--- config.mk ---
export PLATFORM = sky130hd
export DESIGN_NAME = blocking_pipe_fifo_unit
export DESIGN_NICKNAME = d
export VERILOG_FILES = /design/src/rtl/core/blkpipe_pkg.sv /design/src/rtl/core/blkpipe_front.sv /design/src/rtl/core/blkpipe_cmdq.sv /design/src/rtl/core/blkpipe_back.sv /design/src/rtl/core/blocking_pipe_fifo_unit.sv
export SDC_FILE = /design/constraint.sdc
export NUM_CORES = 2
export LEC_CHECK = 0
export BUFFER_PORTS_ARGS = -buffer_cell sky130_fd_sc_hd__clkbuf_2
export CAP_MARGIN = 20
export CORE_ASPECT_RATIO = 0.9
export CORE_MARGIN = 1
export CORE_UTILIZATION = 56
export DETAILED_ROUTE_END_ITERATION = 8
export PLACE_DENSITY = 0.83
export SETUP_SLACK_MARGIN = 0.02
export SLEW_MARGIN = 20
export SYNTH_ARGS = -nofsm -noshare
export SYNTH_HDL_FRONTEND = slang
export SYNTH_SLANG_ARGS = --single-unit
export TNS_END_PERCENT = 100
--- constraint.sdc ---
create_clock -name clk_i -period 7.54 [get_ports clk_i]
set_input_delay 2.262 -clock clk_i [delete_from_list [all_inputs] [get_ports clk_i]]
set_output_delay 2.262 -clock clk_i [all_outputs]
set_load 0.1 [all_outputs]
--- src/rtl/core/blkpipe_pkg.sv ---
package blkpipe_pkg;

  // Ring buffer size in bytes and the largest transfer a single request may move.
  localparam int BUFFER_DEPTH = 256;
  localparam int MAX_TRANSFER = 64;

  // Byte address into the ring, and pointers with one extra wrap bit so that
  // a full ring and an empty ring can be told apart.
  localparam int ADDR_W = $clog2(BUFFER_DEPTH);
  localparam int PTR_W  = ADDR_W + 1;

  // Field widths fixed by the stream format.
  localparam int ID_W    = 8;
  localparam int COUNT_W = 7;
  localparam int BYTE_W  = 8;

  // Depth of the command queue between the front and the back.
  localparam int CMDQ_DEPTH = 4;
  localparam int CMDQ_AW    = $clog2(CMDQ_DEPTH);

  // Packed stream widths.
  localparam int S_TDATA_W = 24;
  localparam int S_TUSER_W = 2;
  localparam int M_TDATA_W = 24;
  localparam int M_TUSER_W = 2;

  // Request kinds.
  localparam logic REQ_READ  = 1'b0;
  localparam logic REQ_WRITE = 1'b1;

  // Result status codes.
  localparam logic ST_DONE    = 1'b0;
  localparam logic ST_BLOCKED = 1'b1;

  typedef struct packed {
    logic               req_type;
    logic               first_beat;
    logic [ID_W-1:0]    requester;
    logic [COUNT_W-1:0] count;
    logic [BYTE_W-1:0]  write_byte;
  } cmd_t;

  typedef struct packed {
    logic               status;
    logic               byte_valid;
    logic [COUNT_W-1:0] transfer_count;
    logic               last;
    logic               read_would_block;
    logic               write_would_block;
  } meta_t;

endpackage

--- src/rtl/core/blkpipe_front.sv ---
module blkpipe_front (
  input  logic                                 s_axis_tvalid,
  output logic                                 s_axis_tready,
  // Fields from bit 0: requester[7:0], count[14:8], write_byte[22:15], zero pad.
  input  logic [blkpipe_pkg::S_TDATA_W-1:0]    s_axis_tdata,
  // Fields from bit 0: req_type[0], first_beat[1].
  input  logic [blkpipe_pkg::S_TUSER_W-1:0]    s_axis_tuser,
  input  logic                                 q_full_i,
  output logic                                 push_o,
  output blkpipe_pkg::cmd_t                    cmd_o
);

  logic [blkpipe_pkg::COUNT_W-1:0] raw_count;

  assign raw_count     = s_axis_tdata[14:8];
  assign s_axis_tready = !q_full_i;
  assign push_o        = s_axis_tvalid && !q_full_i;

  // Counts above the largest transfer are taken as the largest transfer.
  always_comb begin
    cmd_o.req_type   = s_axis_tuser[0];
    cmd_o.first_beat = s_axis_tuser[1];
    cmd_o.requester  = s_axis_tdata[7:0];
    cmd_o.write_byte = s_axis_tdata[22:15];
    if (raw_count > blkpipe_pkg::COUNT_W'(blkpipe_pkg::MAX_TRANSFER)) begin
      cmd_o.count = blkpipe_pkg::COUNT_W'(blkpipe_pkg::MAX_TRANSFER);
    end else begin
      cmd_o.count = raw_count;
    end
  end

endmodule

--- src/rtl/core/blkpipe_cmdq.sv ---
module blkpipe_cmdq (
  input  logic              clk_i,
  input  logic              rst_ni,
  input  logic              push_i,
  input  blkpipe_pkg::cmd_t push_cmd_i,
  output logic              full_o,
  output logic              valid_o,
  output blkpipe_pkg::cmd_t head_o,
  input  logic              pop_i
);

  blkpipe_pkg::cmd_t                entry_q [blkpipe_pkg::CMDQ_DEPTH];
  logic [blkpipe_pkg::CMDQ_AW-1:0]  wr_idx_q, wr_idx_d;
  logic [blkpipe_pkg::CMDQ_AW-1:0]  rd_idx_q, rd_idx_d;
  logic [blkpipe_pkg::CMDQ_AW:0]    used_q, used_d;
  logic                             do_push, do_pop;

  assign full_o  = (used_q == (blkpipe_pkg::CMDQ_AW+1)'(blkpipe_pkg::CMDQ_DEPTH));
  assign valid_o = (used_q != '0);
  assign head_o  = entry_q[rd_idx_q];
  assign do_push = push_i && !full_o;
  assign do_pop  = pop_i && valid_o;

  always_comb begin
    wr_idx_d = do_push ? wr_idx_q + 1'b1 : wr_idx_q;
    rd_idx_d = do_pop  ? rd_idx_q + 1'b1 : rd_idx_q;
    used_d   = used_q;
    if (do_push && !do_pop) begin
      used_d = used_q + 1'b1;
    end else if (do_pop && !do_push) begin
      used_d = used_q - 1'b1;
    end
  end

  always_ff @(posedge clk_i or negedge rst_ni) begin
    if (!rst_ni) begin
      wr_idx_q <= '0;
      rd_idx_q <= '0;
      used_q   <= '0;
    end else begin
      wr_idx_q <= wr_idx_d;
      rd_idx_q <= rd_idx_d;
      used_q   <= used_d;
    end
  end

  always_ff @(posedge clk_i) begin
    if (do_push) begin
      entry_q[wr_idx_q] <= push_cmd_i;
    end
  end

endmodule

--- src/rtl/core/blkpipe_back.sv ---
module blkpipe_back (
  input  logic                                 clk_i,
  input  logic                                 rst_ni,
  input  logic                                 cmd_valid_i,
  input  blkpipe_pkg::cmd_t                    cmd_i,
  output logic                                 cmd_pop_o,
  output logic                                 m_axis_tvalid,
  input  logic                                 m_axis_tready,
  // Fields from bit 0: read_byte[7:0], transfer_count[14:8],
  // read_would_block[15], write_would_block[16], zero pad.
  output logic [blkpipe_pkg::M_TDATA_W-1:0]    m_axis_tdata,
  // Fields from bit 0: status[0], byte_valid[1].
  output logic [blkpipe_pkg::M_TUSER_W-1:0]    m_axis_tuser,
  output logic                                 m_axis_tlast
);

  localparam int PW = blkpipe_pkg::PTR_W;
  localparam int AW = blkpipe_pkg::ADDR_W;
  localparam int CW = blkpipe_pkg::COUNT_W;
  localparam int IW = blkpipe_pkg::ID_W;
  localparam int BW = blkpipe_pkg::BYTE_W;
  localparam logic [PW:0] DepthCmp = (PW+1)'(blkpipe_pkg::BUFFER_DEPTH);

  // Ring storage; entries are only read once they have been written.
  logic [BW-1:0] mem [blkpipe_pkg::BUFFER_DEPTH];

  // Architectural pipe state.
  logic [PW-1:0] rd_ptr_q, rd_ptr_d, wr_ptr_q, wr_ptr_d;
  logic          rwait_q, rwait_d, wwait_q, wwait_d;
  logic [IW-1:0] rid_q, rid_d, wid_q, wid_d;
  logic [CW-1:0] wcnt_q, wcnt_d, beats_left_q, beats_left_d, wtotal_q, wtotal_d;

  // Read emission: bytes still to send after the current one.
  logic [CW-1:0] em_left_q, em_left_d, em_n_q, em_n_d;
  logic [AW-1:0] em_addr_q, em_addr_d;
  logic [IW-1:0] em_who_q, em_who_d;

  // Pending stage (alongside the memory read) and output register.
  logic                p_valid_q, p_valid_d;
  blkpipe_pkg::meta_t  p_meta_q, gen_meta;
  logic [BW-1:0]       rd_data_q;
  logic                o_valid_q;
  blkpipe_pkg::meta_t  o_meta_q;
  logic [BW-1:0]       o_byte_q;

  logic          out_load, p_free, emitting, gen, issue, mem_we;
  logic [AW-1:0] issue_addr;
  logic [IW-1:0] who;
  logic [PW-1:0] fill_q, fill_d;
  logic [CW-1:0] n_rd, left_cur, left_new, total_cur;
  logic          admit, push;

  assign out_load  = p_valid_q && (!o_valid_q || m_axis_tready);
  assign p_free    = !p_valid_q || out_load;
  assign emitting  = (em_left_q != '0);
  assign cmd_pop_o = cmd_valid_i && !emitting && p_free;
  assign fill_q    = wr_ptr_q - rd_ptr_q;
  assign fill_d    = wr_ptr_d - rd_ptr_d;

  always_comb begin
    rd_ptr_d     = rd_ptr_q;
    wr_ptr_d     = wr_ptr_q;
    rwait_d      = rwait_q;
    rid_d        = rid_q;
    wwait_d      = wwait_q;
    wid_d        = wid_q;
    wcnt_d       = wcnt_q;
    beats_left_d = beats_left_q;
    wtotal_d     = wtotal_q;
    em_left_d    = em_left_q;
    em_n_d       = em_n_q;
    em_addr_d    = em_addr_q;
    em_who_d     = em_who_q;
    gen          = 1'b0;
    issue        = 1'b0;
    issue_addr   = em_addr_q;
    mem_we       = 1'b0;
    who          = em_who_q;
    admit        = 1'b0;
    push         = 1'b0;
    left_cur     = beats_left_q;
    total_cur    = wtotal_q;
    left_new     = '0;
    n_rd         = '0;
    gen_meta     = '0;
    gen_meta.last = 1'b1;

    if (emitting && p_free) begin
      gen                     = 1'b1;
      issue                   = 1'b1;
      gen_meta.byte_valid     = 1'b1;
      gen_meta.transfer_count = em_n_q;
      gen_meta.last           = (em_left_q == CW'(1));
      em_left_d               = em_left_q - 1'b1;
      em_addr_d               = em_addr_q + 1'b1;
    end else if (cmd_pop_o) begin
      who = cmd_i.requester;
      if (cmd_i.req_type == blkpipe_pkg::REQ_READ) begin
        gen = 1'b1;
        if (cmd_i.count == '0) begin
          gen_meta.status = blkpipe_pkg::ST_DONE;
        end else if (rwait_q && (rid_q != who || fill_q == '0)) begin
          gen_meta.status = blkpipe_pkg::ST_BLOCKED;
        end else if (!rwait_q && fill_q == '0) begin
          rwait_d         = 1'b1;
          rid_d           = who;
          gen_meta.status = blkpipe_pkg::ST_BLOCKED;
        end else begin
          if (rwait_q) begin
            rwait_d = 1'b0;
            rid_d   = '0;
          end
          if (PW'(cmd_i.count) < fill_q) begin
            n_rd = cmd_i.count;
          end else begin
            n_rd = fill_q[CW-1:0];
          end
          rd_ptr_d                = rd_ptr_q + PW'(n_rd);
          issue                   = 1'b1;
          issue_addr              = rd_ptr_q[AW-1:0];
          gen_meta.byte_valid     = 1'b1;
          gen_meta.transfer_count = n_rd;
          gen_meta.last           = (n_rd == CW'(1));
          em_left_d               = n_rd - 1'b1;
          em_addr_d               = rd_ptr_q[AW-1:0] + 1'b1;
          em_n_d                  = n_rd;
          em_who_d                = who;
        end
      end else if (cmd_i.first_beat) begin
        beats_left_d = '0;
        wtotal_d     = '0;
        if (cmd_i.count == '0) begin
          gen             = 1'b1;
          gen_meta.status = blkpipe_pkg::ST_DONE;
        end else if (wwait_q) begin
          if (wid_q != who || ((PW+1)'(fill_q) + (PW+1)'(cmd_i.count)) > DepthCmp) begin
            gen             = 1'b1;
            gen_meta.status = blkpipe_pkg::ST_BLOCKED;
          end else begin
            wwait_d = 1'b0;
            wid_d   = '0;
            wcnt_d  = '0;
            admit   = 1'b1;
          end
        end else if (((PW+1)'(fill_q) + (PW+1)'(cmd_i.count)) > DepthCmp) begin
          wwait_d         = 1'b1;
          wid_d           = who;
          wcnt_d          = cmd_i.count;
          gen             = 1'b1;
          gen_meta.status = blkpipe_pkg::ST_BLOCKED;
        end else begin
          admit = 1'b1;
        end
        if (admit) begin
          push      = 1'b1;
          left_cur  = cmd_i.count;
          total_cur = cmd_i.count;
          wtotal_d  = cmd_i.count;
        end
      end else if (beats_left_q != '0) begin
        push = 1'b1;
      end
      // A beat with no open write is dropped without a result.

      if (push) begin
        mem_we                  = 1'b1;
        wr_ptr_d                = wr_ptr_q + 1'b1;
        left_new                = left_cur - 1'b1;
        beats_left_d            = left_new;
        gen                     = 1'b1;
        gen_meta.status         = blkpipe_pkg::ST_DONE;
        gen_meta.last           = (left_new == '0);
        gen_meta.transfer_count = (left_new == '0) ? total_cur : '0;
      end
    end

    // Would-block answers reflect the state once this step is complete.
    gen_meta.read_would_block  = (fill_d == '0) || (rwait_d && rid_d != who);
    gen_meta.write_would_block = (((PW+1)'(fill_d) + (PW+1)'(wcnt_d)) > DepthCmp) ||
                                 (wwait_d && wid_d != who);

    p_valid_d = gen ? 1'b1 : (out_load ? 1'b0 : p_valid_q);
  end

  always_ff @(posedge clk_i or negedge rst_ni) begin
    if (!rst_ni) begin
      rd_ptr_q     <= '0;
      wr_ptr_q     <= '0;
      rwait_q      <= 1'b0;
      rid_q        <= '0;
      wwait_q      <= 1'b0;
      wid_q        <= '0;
      wcnt_q       <= '0;
      beats_left_q <= '0;
      wtotal_q     <= '0;
      em_left_q    <= '0;
      p_valid_q    <= 1'b0;
      o_valid_q    <= 1'b0;
    end else begin
      rd_ptr_q     <= rd_ptr_d;
      wr_ptr_q     <= wr_ptr_d;
      rwait_q      <= rwait_d;
      rid_q        <= rid_d;
      wwait_q      <= wwait_d;
      wid_q        <= wid_d;
      wcnt_q       <= wcnt_d;
      beats_left_q <= beats_left_d;
      wtotal_q     <= wtotal_d;
      em_left_q    <= em_left_d;
      p_valid_q    <= p_valid_d;
      if (out_load) begin
        o_valid_q <= 1'b1;
      end else if (m_axis_tready) begin
        o_valid_q <= 1'b0;
      end
    end
  end

  always_ff @(posedge clk_i) begin
    em_n_q    <= em_n_d;
    em_addr_q <= em_addr_d;
    em_who_q  <= em_who_d;
    if (gen) begin
      p_meta_q <= gen_meta;
    end
    if (out_load) begin
      o_meta_q <= p_meta_q;
      o_byte_q <= p_meta_q.byte_valid ? rd_data_q : '0;
    end
  end

  always_ff @(posedge clk_i) begin
    if (mem_we) begin
      mem[wr_ptr_q[AW-1:0]] <= cmd_i.write_byte;
    end
    if (issue) begin
      rd_data_q <= mem[issue_addr];
    end
  end

  assign m_axis_tvalid = o_valid_q;
  assign m_axis_tlast  = o_meta_q.last;
  assign m_axis_tuser  = {o_meta_q.byte_valid, o_meta_q.status};
  assign m_axis_tdata  = {7'b0, o_meta_q.write_would_block, o_meta_q.read_would_block,
                          o_meta_q.transfer_count, o_byte_q};

  // The ring never holds more bytes than it has room for.
  assert property (@(posedge clk_i) disable iff (!rst_ni)
    (PW+1)'(fill_q) <= DepthCmp)
    else $error("ring fill exceeds its depth");

  // A result waiting in the pending stage is neither lost nor overwritten.
  assert property (@(posedge clk_i) disable iff (!rst_ni)
    p_valid_q && !out_load |=> p_valid_q && $stable(p_meta_q))
    else $error("pending result overwritten while stalled");

  // A byte-carrying result always belongs to a completed, non-empty read.
  assert property (@(posedge clk_i) disable iff (!rst_ni)
    p_valid_q && p_meta_q.byte_valid |->
      p_meta_q.status == blkpipe_pkg::ST_DONE && p_meta_q.transfer_count != '0)
    else $error("read byte with bad status or count");

  // A held writer slot always records a non-zero count.
  assert property (@(posedge clk_i) disable iff (!rst_ni)
    wwait_q |-> wcnt_q != '0)
    else $error("waiting writer without a count");

endmodule

--- src/rtl/core/blocking_pipe_fifo_unit.sv ---
// Blocking byte pipe on a ring of blkpipe_pkg::BUFFER_DEPTH bytes, with one
// waiting-reader slot and one waiting-writer slot. Requests arrive as stream
// transfers on the slave side; a front stage clamps the count and classifies
// the request, a four-entry command queue decouples it from the back stage,
// and the back stage owns the ring, the pointers and the slots and produces
// one result transfer per byte read, per write beat, or per blocked or
// zero-count request. A read sends its bytes one byte a cycle through the
// ring's single registered read port while the output is not stalled. A
// stray write beat is consumed with no result. A request passes through the
// command queue, and its result through the back stage's pending stage and
// output register, before the result is offered on the master side. The
// input stays ready while the command queue has room, so requests keep
// flowing while a result waits to be taken. The ring is not cleared at
// reset; only bytes that were written are ever read back. Every result also
// carries the read and write would-block answers for its requester, taken
// once the request has been carried out.
module blocking_pipe_fifo_unit (
  input  logic                                 clk_i,
  input  logic                                 rst_ni,
  input  logic                                 s_axis_tvalid,
  output logic                                 s_axis_tready,
  // Fields from bit 0: requester[7:0], count[14:8], write_byte[22:15], zero pad.
  input  logic [blkpipe_pkg::S_TDATA_W-1:0]    s_axis_tdata,
  // Fields from bit 0: req_type[0], first_beat[1].
  input  logic [blkpipe_pkg::S_TUSER_W-1:0]    s_axis_tuser,
  output logic                                 m_axis_tvalid,
  input  logic                                 m_axis_tready,
  // Fields from bit 0: read_byte[7:0], transfer_count[14:8],
  // read_would_block[15], write_would_block[16], zero pad.
  output logic [blkpipe_pkg::M_TDATA_W-1:0]    m_axis_tdata,
  // Fields from bit 0: status[0], byte_valid[1].
  output logic [blkpipe_pkg::M_TUSER_W-1:0]    m_axis_tuser,
  output logic                                 m_axis_tlast
);

  // Decoded request from the front stage into the command queue.
  logic              push;
  blkpipe_pkg::cmd_t push_cmd;
  logic              q_full;

  // Head of the command queue towards the back stage.
  logic              head_valid;
  blkpipe_pkg::cmd_t head_cmd;
  logic              head_pop;

  blkpipe_front u_front (
    .s_axis_tvalid (s_axis_tvalid),
    .s_axis_tready (s_axis_tready),
    .s_axis_tdata  (s_axis_tdata),
    .s_axis_tuser  (s_axis_tuser),
    .q_full_i      (q_full),
    .push_o        (push),
    .cmd_o         (push_cmd)
  );

  blkpipe_cmdq u_cmdq (
    .clk_i      (clk_i),
    .rst_ni     (rst_ni),
    .push_i     (push),
    .push_cmd_i (push_cmd),
    .full_o     (q_full),
    .valid_o    (head_valid),
    .head_o     (head_cmd),
    .pop_i      (head_pop)
  );

  // The back stage executes one queued command at a time against the ring
  // and drives the result stream through its own output register.
  blkpipe_back u_back (
    .clk_i         (clk_i),
    .rst_ni        (rst_ni),
    .cmd_valid_i   (head_valid),
    .cmd_i         (head_cmd),
    .cmd_pop_o     (head_pop),
    .m_axis_tvalid (m_axis_tvalid),
    .m_axis_tready (m_axis_tready),
    .m_axis_tdata  (m_axis_tdata),
    .m_axis_tuser  (m_axis_tuser),
    .m_axis_tlast  (m_axis_tlast)
  );

endmodule

==> flow_summary.json <==
{
  "outcome": "complete, but fails checks",
  "violations": "design-rule violations",
  "synth_area_leader_cell": "edfxtp_1",
  "insertion_delay_ps": 880,
  "post-route-min-period_ps": 7271,
  "cp-end-kind": "flop",
  "dp_hpwl_um": 172000,
  "slew_viol_final": 0,
  "path_max_fanout": 25,
  "tightest_slew_ps": 1367,
  "htree_levels": 4,
  "wl_per_cell_um": 30.31,
  "ir_drop_mv": 0.3691,
  "die_w_um": 435.9,
  "grtUsageTotal_pct": 32.80,
  "maxCapViolCount": 0,
  "setup_violations": 0,
  "hold_viol": 0,
  "synth_top_area_share_pct": 69.97,
  "fmax_mhz": 137.5,
  "cts_sinks": 2284,
  "powerDensity_nw_per_um2": 322.5,
  "final_core_util_pct": 63.10,
  "dr.pass1.iters": 9,
  "ys_types": 88,
  "rows": 142,
  "synth_seq_cells": 2284,
  "clk_root_buffer_cell": "clkbuf_16",
  "async_flop_share_pct": 3.196,
  "dieArea_um2": 171100,
  "final_cells": 9409,
  "syn_inst": 6898,
  "grt_overflow_total": 0,
  "antenna_found_initial": 17,
  "area_delta_synth_final_pct": 11.30,
  "gp_congestion": 0.9823,
  "first_iter_violations": 12927,
  "cts-buffers-inserted": 205,
  "crit_type": "reg2reg",
  "critPathBufInv": 7,
  "die_h_um": 392.5,
  "grt_pass1_vias": 62564,
  "final_area_um2": 105600,
  "core-area_um2": 167400,
  "grt_start_max_net_pins": 215,
  "p_leak_nw": 35.60,
  "vias": 65522,
  "fill_cells": 11217,
  "grt_pass1_wl_um": 412200,
  "slew_headroom_pct": 8.864,
  "startpoint_type": "flop",
  "place_area_um2": 98650,
  "start_util_pct": 56.69,
  "synth_area_leaders": "edfxtp_1, nand2_1, a211oi_1",
  "synth_edf_count": 2211,
  "avgSynthCellArea_um2": 13.76,
  "clkSlewWorstSetupHoldPaths_ps": 60,
  "antenna_left": 0,
  "cp_top_family": "simple AND/OR/NAND/NOR gates",
  "wl_um": 285200,
  "arrival_ps": 7840,
  "cpMostUsedCell": "buf_4",
  "cts_tree": "done",
  "placedCellCount": 9006,
  "nets": 7078,
  "synth_warnings": 0,
  "synth_top_flop_cell": "edfxtp_1",
  "io_pins": 59,
  "fin_hold_ws_ps": 417.7,
  "clk_path_buf_depth": 3,
  "hp-class": "reg2reg",
  "numPortBuffers": 50,
  "finalSetupTns_ps": 0,
  "fin_skew_ps": 50.60,
  "drc": 1,
  "cts_hold_buf": 0,
  "drive_gt1_share_pct": 10.68,
  "rsz0062_at_grt": "false",
  "fin_crit_sh_pct": 96.44,
  "vias_per_cell": 6.964,
  "crit_slowest_cell": "a21oi_2",
  "yosysSeqAreaShare_pct": 71.90,
  "syn-cell-area_um2": 94890,
  "crit_chain": "inv_1, fa_1, nand2b_1, a21oi_2, xor2_2, buf_4, or3_1, o31a_1, nand2_4, inv_2, buf_4, a21oi_2, buf_4, or3_1, a211oi_1, a2111oi_0, buf_4, nand4_1, nor4_1, buf_4, o221ai_1",
  "cp.required_ps": 8110,
  "slowest_delay_ps": 750
}
==> final timing paths <==
path | from | end | slack (ps) | cells after the start
max | u_back.wr_ptr_q[1]$_DFF_PN0_ | u_back.rd_data_q[2]$_DFFE_PP_ | 270 | 21
min | u_back.p_meta_q[11]$_SDFFCE_PP0P_ | u_back.m_axis_tuser[0]$_DFFE_PP_ | 420 | 0
max in group asynchronous | rst_ni | u_back.rd_ptr_q[1]$_DFF_PN0_ | 5570 | 2
min reg2reg | u_back.p_meta_q[11]$_SDFFCE_PP0P_ | u_back.m_axis_tuser[0]$_DFFE_PP_ | 420 | 0
max reg2reg | u_back.wr_ptr_q[1]$_DFF_PN0_ | u_back.rd_data_q[2]$_DFFE_PP_ | 270 | 21
min in group asynchronous | rst_ni | u_back.wtotal_q[1]$_DFFE_PN0P_ | 1360 | 1
==> synth_stat cells, types with 33 or more instances <==
cell type and instances:
and3_1 218, nor3_1 75, a31oi_1 117, nand4_1 45, a311oi_1 37, nand3_1 308, xnor2_1 59, a21oi_1 333
edfxtp_1 2211, nor2_1 360, a32oi_1 62, ha_1 58, o21ai_0 136, clkbuf_1 202, mux2i_1 222, dfrtp_1 73
inv_1 69, nand2_1 1120, o22ai_1 45, buf_4 50, buf_2 196, a211oi_1 304, o221ai_1 33
==> final cells by class <==
type	count	area [µm²]	area share [%]
diodes	17	42.54	0.04028
clock buffers	255	5401	5.115
clock inverters	128	1385	1.312
inverters	71	266.5	0.2524
multi-input cells	4069	24400	23.10
flip-flops and latches	2284	68220	64.60
well taps	2232	2793	2.644
repair buffers	353	3094	2.930
==> metal layers <==
layer	GRT usage, %	up-vias	routed length, µm
met5	0	-	178
met4	18.21	24	18680
met3	12.35	1270	47900
met2	48.27	6175	123800
met1	42.14	31517	94580
li1	-	26536	-
==> cell families (layout without fill, tap and decap cells) <==
group                    after synthesis  in the layout  synth area share, %
AO/OA/AOI/OAI                       1379           1379                9.882
XOR/XNOR                              85             85               0.7846
adder cells (fa/ha/maj)               64             64               0.8914
buffers and inverters                551            807                2.707
flip-flops                          2284           2284                71.90
multiplexers                         274            274                3.250
other                                  1             24             0.003952
AND/OR/NAND/NOR                     2260           2260                10.58
==> stage by stage <==
step                worst slack [ps]  total power, W
finish                         268.5         0.03406
global route                   25.66         0.03463
detailed placement             36.69         0.02307
CTS                            110.2         0.03354
global placement               62.34         0.02282
floorplan                      149.8         0.01982
==> registers in the layout, indices dropped and copies added, names as in the netlist, 8 cells and up <==
name	count
u_back.em_who_q	8
u_back.wr_ptr_q	9
u_back.p_meta_q	12
u_back.rd_data_q	8
u_back.wid_q	8
u_back.rd_ptr_q	9
u_back.m_axis_tdata	9
u_cmdq.entry_q	100
u_back.rid_q	8
u_back.o_byte_q	8
u_back.mem	2048
u_back.em_addr_q	8
==> layout by cell type, fill, tap and decap left out, types with 29 or more instances in the layout <==
master and n:
a211oi_1 304, a21oi_1 327, a311oi_1 37, a31oi_1 115, a32oi_1 62, and3_1 218, buf_12 44, buf_4 258
clkbuf_1 45, clkbuf_16 208, clkbuf_2 49, clkinv_1 38, clkinv_2 40, dfrtp_1 71, edfxtp_1 2211, ha_1 58
inv_1 69, mux2i_1 221, nand2_1 1117, nand3_1 308, nand4_1 45, nor2_1 357, nor3_1 74, nor4_1 29
o21ai_0 131, o221ai_1 33, o22ai_1 45, xnor2_1 57
==> where the power goes <==
group	leakage, nW	switching (W)	internal [W]	total (W)
Sequential	20.8	0.000145	0.0150	0.0151
Clock	3.30	0.00474	0.00596	0.0107
Combinational	11.4	0.00609	0.00217	0.00825
==> timing repair <==
item	CTS	global route
pin swaps	1	1
setup buffers	1	0
endpoints found under the setup margin	1	2
gates resized for setup	0	19
(Power assumes the default switching activity.)
